**src/rtl/core/sst_pkg.sv**
```systemverilog
// ----------------------------------------------------------------------------
// sst_pkg
// Shared types, constants and control structs of the score table.
// ----------------------------------------------------------------------------
`default_nettype none

package sst_pkg;

    localparam int TABLE_DEPTH = 64;
    localparam int TBL_AW      = $clog2(TABLE_DEPTH);
    localparam int TBL_CNT_W   = TBL_AW + 1;
    localparam logic [TBL_CNT_W-1:0] TBL_CNT_FULL = TBL_CNT_W'(TABLE_DEPTH);

    localparam int KEY_W      = 64;
    localparam int TIME_W     = 32;
    localparam int SCORE_W    = 6;
    localparam int STEP_W     = 4;
    localparam int CMD_W      = 2;
    localparam int STATUS_W   = 2;
    localparam int REMOVED_W  = 7;
    localparam int CFG_IDX_W  = 2;
    localparam int CFG_DATA_W = 32;
    localparam int S_TDATA_W  = 96;
    localparam int M_TDATA_W  = 16;

    localparam logic [REMOVED_W-1:0] REMOVED_SAT = {REMOVED_W{1'b1}};
    localparam logic [TIME_W-1:0]    TIME_SAT    = {TIME_W{1'b1}};

    // score arithmetic is done one bit wider than the stored score
    localparam logic signed [SCORE_W:0] SCORE_MAX = 7'sd16;
    localparam logic signed [SCORE_W:0] SCORE_MIN = -7'sd16;

    localparam logic [STEP_W-1:0] RAISE_STEP_RST     = 4'd1;
    localparam logic [STEP_W-1:0] LOWER_STEP_RST     = 4'd2;
    localparam logic [TIME_W-1:0] MAX_AGE_RST        = 32'd86400;
    localparam logic [TIME_W-1:0] SWEEP_INTERVAL_RST = 32'd3600;

    localparam logic [CFG_IDX_W-1:0] CFG_RAISE_STEP     = 2'd0;
    localparam logic [CFG_IDX_W-1:0] CFG_LOWER_STEP     = 2'd1;
    localparam logic [CFG_IDX_W-1:0] CFG_MAX_AGE        = 2'd2;
    localparam logic [CFG_IDX_W-1:0] CFG_SWEEP_INTERVAL = 2'd3;

    typedef enum logic [CMD_W-1:0] {
        CMD_RAISE = 2'd0,
        CMD_LOWER = 2'd1,
        CMD_READ  = 2'd2,
        CMD_SWEEP = 2'd3
    } cmd_t;

    typedef enum logic [STATUS_W-1:0] {
        STAT_OK      = 2'd0,
        STAT_FULL    = 2'd1,
        STAT_SWEPT   = 2'd2,
        STAT_NOT_DUE = 2'd3
    } status_t;

    typedef enum logic [1:0] {
        ST_IDLE,
        ST_SCAN,
        ST_UPDATE,
        ST_RESULT
    } ctrl_state_t;

    typedef struct packed {
        logic [KEY_W-1:0]          key;
        logic signed [SCORE_W-1:0] score;
        logic [TIME_W-1:0]         touch;
    } entry_t;

    localparam int ENTRY_W = $bits(entry_t);

    typedef struct packed {
        logic start;
        logic scan;
        logic update;
        logic load_out;
    } dp_ctrl_t;

    typedef struct packed {
        logic scan_done;
        logic out_free;
    } dp_stat_t;

endpackage

`default_nettype wire

```
**src/rtl/core/sst_ctrl.sv**
```systemverilog
// ----------------------------------------------------------------------------
// sst_ctrl
// Sequencer: accept, table scan, update, result hand-off.
// ----------------------------------------------------------------------------
`default_nettype none

module sst_ctrl (
    input  wire logic              aclk,
    input  wire logic              aresetn,
    input  wire logic              s_tvalid,
    output logic                   s_tready,
    input  wire sst_pkg::dp_stat_t stat,
    output sst_pkg::dp_ctrl_t      ctl
);

    sst_pkg::ctrl_state_t state_reg;
    sst_pkg::ctrl_state_t state_next;

    always_ff @(posedge aclk) begin
        if (!aresetn) begin
            state_reg <= sst_pkg::ST_IDLE;
        end else begin
            state_reg <= state_next;
        end
    end

    always_comb begin
        state_next   = state_reg;
        ctl          = '0;
        s_tready     = 1'b0;
        case (state_reg)
            sst_pkg::ST_IDLE: begin
                s_tready = 1'b1;
                if (s_tvalid) begin
                    ctl.start  = 1'b1;
                    state_next = sst_pkg::ST_SCAN;
                end
            end
            sst_pkg::ST_SCAN: begin
                ctl.scan = 1'b1;
                if (stat.scan_done) begin
                    state_next = sst_pkg::ST_UPDATE;
                end
            end
            sst_pkg::ST_UPDATE: begin
                ctl.update = 1'b1;
                state_next = sst_pkg::ST_RESULT;
            end
            sst_pkg::ST_RESULT: begin
                // wait until the output register can take the result
                if (stat.out_free) begin
                    ctl.load_out = 1'b1;
                    state_next   = sst_pkg::ST_IDLE;
                end
            end
            default: begin
                state_next = sst_pkg::ST_IDLE;
            end
        endcase
    end

endmodule

`default_nettype wire

```
**config.mk**
```make
export PLATFORM = sky130hd
export DESIGN_NAME = sst_ctrl
export DESIGN_NICKNAME = d
export VERILOG_FILES = /design/src/rtl/core/sst_pkg.sv /design/src/rtl/core/sst_ctrl.sv
export SDC_FILE = /design/constraint.sdc
export NUM_CORES = 1
export LEC_CHECK = 0
export ABC_CLOCK_PERIOD_IN_PS = 2700
export BUFFER_PORTS_ARGS = -buffer_cell sky130_fd_sc_hd__clkbuf_2
export CORE_AREA = 2 2 39 41
export DETAILED_ROUTE_END_ITERATION = 8
export DIE_AREA = 0 0 41 43
export PLACE_DENSITY = 0.4
export SLEW_MARGIN = 20
export SYNTH_ARGS = -nofsm -noshare
export SYNTH_HDL_FRONTEND = slang
export SYNTH_SLANG_ARGS = --single-unit
```
**constraint.sdc**
```tcl
create_clock -name aclk -period 2.7 [get_ports aclk]
set_input_delay 0 -clock aclk [delete_from_list [all_inputs] [get_ports aclk]]
set_output_delay 0 -clock aclk [all_outputs]
set_load 0.01 [all_outputs]
```
==> impl_metrics.py <==
metrics = {
    "critical_path": {
        "slowest_delay_ps": 450,
        "crit_buf_inv": 1,
        "crit_fanout": 4,
        "cp_cell_sequence": "inv_1 -> ha_1 -> a222oi_1 -> mux2i_1",
        "critical-path-top-delay-family": "compound AO/OA/AOI/OAI gates",
        "critPathLaunch": "state_reg[0]$_SDFFE_PN0P_",
        "crit_path_start_kind": "flip-flop",
        "crit_path_top_delay_cell": "a222oi_1",
        "cp.depth": 4,
        "reg2reg_from": "state_reg[0]$_SDFFE_PN0P_",
        "worstPathRequired_ps": 2840,
        "critPathKind": "flip-flop to flip-flop",
        "r2r_end": "state_reg[0]$_SDFFE_PN0P_",
        "worstPathArrival_ps": 1620,
        "critPathCapture": "state_reg[0]$_SDFFE_PN0P_",
        "rrSetupSlack_ps": 1230,
        "cp-end-kind": "flip-flop",
        "reg2regPathDepth": 4,
    },
    "global_route": {
        "track_usage_pct": 5.21,
        "grt_start_max_net_pins": 5,
        "gr-total-overflow": 0,
        "grt_antenna_before_repair": 0,
        "grt_pass1_wl_um": 572,
        "grt_pass1_vias": 139,
    },
    "drt": {
        "wl_met3_um": 44,
        "final_antenna_net_count": 0,
        "wl_met2_um": 110,
        "m1WireLength_um": 198,
        "routedWlPerCell_um": 7.33,
        "vias": 168,
        "wirelength_um": 352,
        "drt_first_pass_iters": 4,
        "highest_layer": "met3",
        "drtIter0Drc": 3,
        "drc": 0,
        "vias_per_cell": 3.50,
    },
    "floorplan": {
        "rows": 14,
        "num_io_pins": 10,
        "dieWidth_um": 41,
        "die_y_um": 43,
        "fp.coreArea_um2": 1380,
        "die-area_um2": 1760,
        "initial_utilization_pct": 12.2,
    },
    "run": {
        "maxCapViolCount": 0,
    },
    "cells_and_area": {
        "drive_above_1_share_pct": 40.6,
        "fillers": 156,
        "layout_common_cells": "clkbuf_2 (9), inv_1 (5), ha_1 (4)",
        "largest_reg_flops": 2,
        "area_growth_pct": 51.9,
        "layout_commonest_cell": "clkbuf_2",
        "register_area_um2": 40.0,
        "fin_nets": 43,
        "utilization_pct": 18.5,
        "multi_input_area_um2": 110,
        "num_antenna_cells": 0,
    },
    "clock_network": {
        "worstSkewPairLatency_ps": 220,
        "cts_max_level": 1,
        "clockBufferDepth": 2,
        "cts-buffers-inserted": 3,
        "clkSinkCount": 2,
        "ctsHoldBuffers": 0,
        "cts_tree": "built",
        "cts_resized": 0,
        "clkTransAtPathRegs_ps": 30,
        "postCtsSetupRepairBufs": 0,
        "clockRootBuffer": "clkbuf_4",
    },
    "place": {
        "place_worst_setup_slack_ps": 1220,
        "routabilityCongestion": 0.596,
        "port-buffer-count": 9,
        "dpl.hpwl_um": 296,
    },
    "logic_synthesis": {
        "avgSynthCellArea_um2": 8.45,
        "ys_types": 9,
        "seq_area_frac_synth_pct": 23.7,
        "synth_area_um2": 169,
        "synth-seq-cells": 2,
        "ys_warn_count": 0,
        "synth_fp_nets": 29,
        "synthCells": 20,
    },
    "timing": {
        "period_minus_slack_ps": 1470,
        "fin_skew_ps": 4.07,
        "fin_setup_tns_ps": 0,
        "period_share_pct": 54.5,
        "finalSetupViolCount": 0,
        "max_slew_margin_pct": 65.6,
        "drv_slew": 0,
        "rsz0062_at_grt": "false",
        "fmax_mhz": 679,
        "worst_slack_ps": 1230,
        "hold_slack_ps": 69.3,
        "worstMarginPinSlew_ps": 516,
        "hold_violations": 0,
    },
    "power": {
        "power.total_w": 0.000254,
        "irDropWorstVdd_uv": 331,
        "p_per_area_nw_per_um2": 992,
        "power.leakage_nw": 0.148,
    },
    "status": {
        "status": "finished clean",
    },
    "min_path": {
        "min_path_type": "input pin to flip-flop",
    },
}
==> through the flow <==
stage,std cells,cell area (um^2)
global route,48,256
CTS,48,256
global placement,45,234
detailed placement,45,234
finish,48,256
floorplan,20,169
==> layout make-up <==
type	count	area share [%]
Clock buffer	3	8.78
Inverter	5	7.32
Multi-Input combinational cell	13	42.9
Sequential cell	2	15.6
Tap cell	16	7.80
Timing Repair Buffer	9	17.6
==> kinds of logic after synthesis <==
| logic type | share of synthesized area (%) |
|---|---|
| buf+inv | 11.1 |
| simple gates | 14.8 |
| fa+ha+maj | 29.6 |
| compound gates | 8.89 |
| mux | 11.9 |
| flops | 23.7 |
==> how the worst min path moves through the flow <==
stage / startpoint / endpoint / slack, ps / cells after the start
3_3_place_gp: aresetn / state_reg[1]$_SDFFE_PN0P_ / 290 / 3
5_1_grt: aresetn / state_reg[1]$_SDFFE_PN0P_ / 80 / 3
6_report: aresetn / state_reg[1]$_SDFFE_PN0P_ / 70 / 3
4_1_cts: aresetn / state_reg[1]$_SDFFE_PN0P_ / 60 / 3
3_5_place_dp: aresetn / state_reg[1]$_SDFFE_PN0P_ / 300 / 3
2_1_floorplan: stat[0] / ctl[0] / 140 / 1
==> routing by layer <==
metal  vias to the layer above  global-route usage (%)
met5                         -                       0
met2                        10                    5.00
met4                         0                    4.00
met1                        68                    6.71
li1                         90                       -
met3                         0                    4.71
==> cell usage after synthesis, drive strengths merged <==
| cell type | count | area (um^2) |
|---|---|---|
| inv | 5 | 18.8 |
| and2 | 2 | 13.8 |
| mux2i | 2 | 20.0 |
| nand2 | 3 | 11.3 |
| o21ai | 1 | 5.00 |
| a222oi | 1 | 10.0 |
| ha | 4 | 50.1 |
| dfxtp | 2 | 40.0 |
==> where the power goes <==
part	switching [W]	leakage [nW]	internal (W)	total, W
combinational	0.0000721	0.118	0.0000609	0.000133
sequential	0.0000135	0.0165	0.0000435	0.0000570
clock	0.0000155	0.0138	0.0000489	0.0000644
total	0.000101	0.148	0.000153	0.000254
==> worst register-to-register path, stage by stage, from the launching register on <==
cell	delay (ps)
dfxtp_1	370
inv_1	80
ha_1	240
a222oi_1	450
mux2i_1	250
Power figures use the tool's default switching activity.
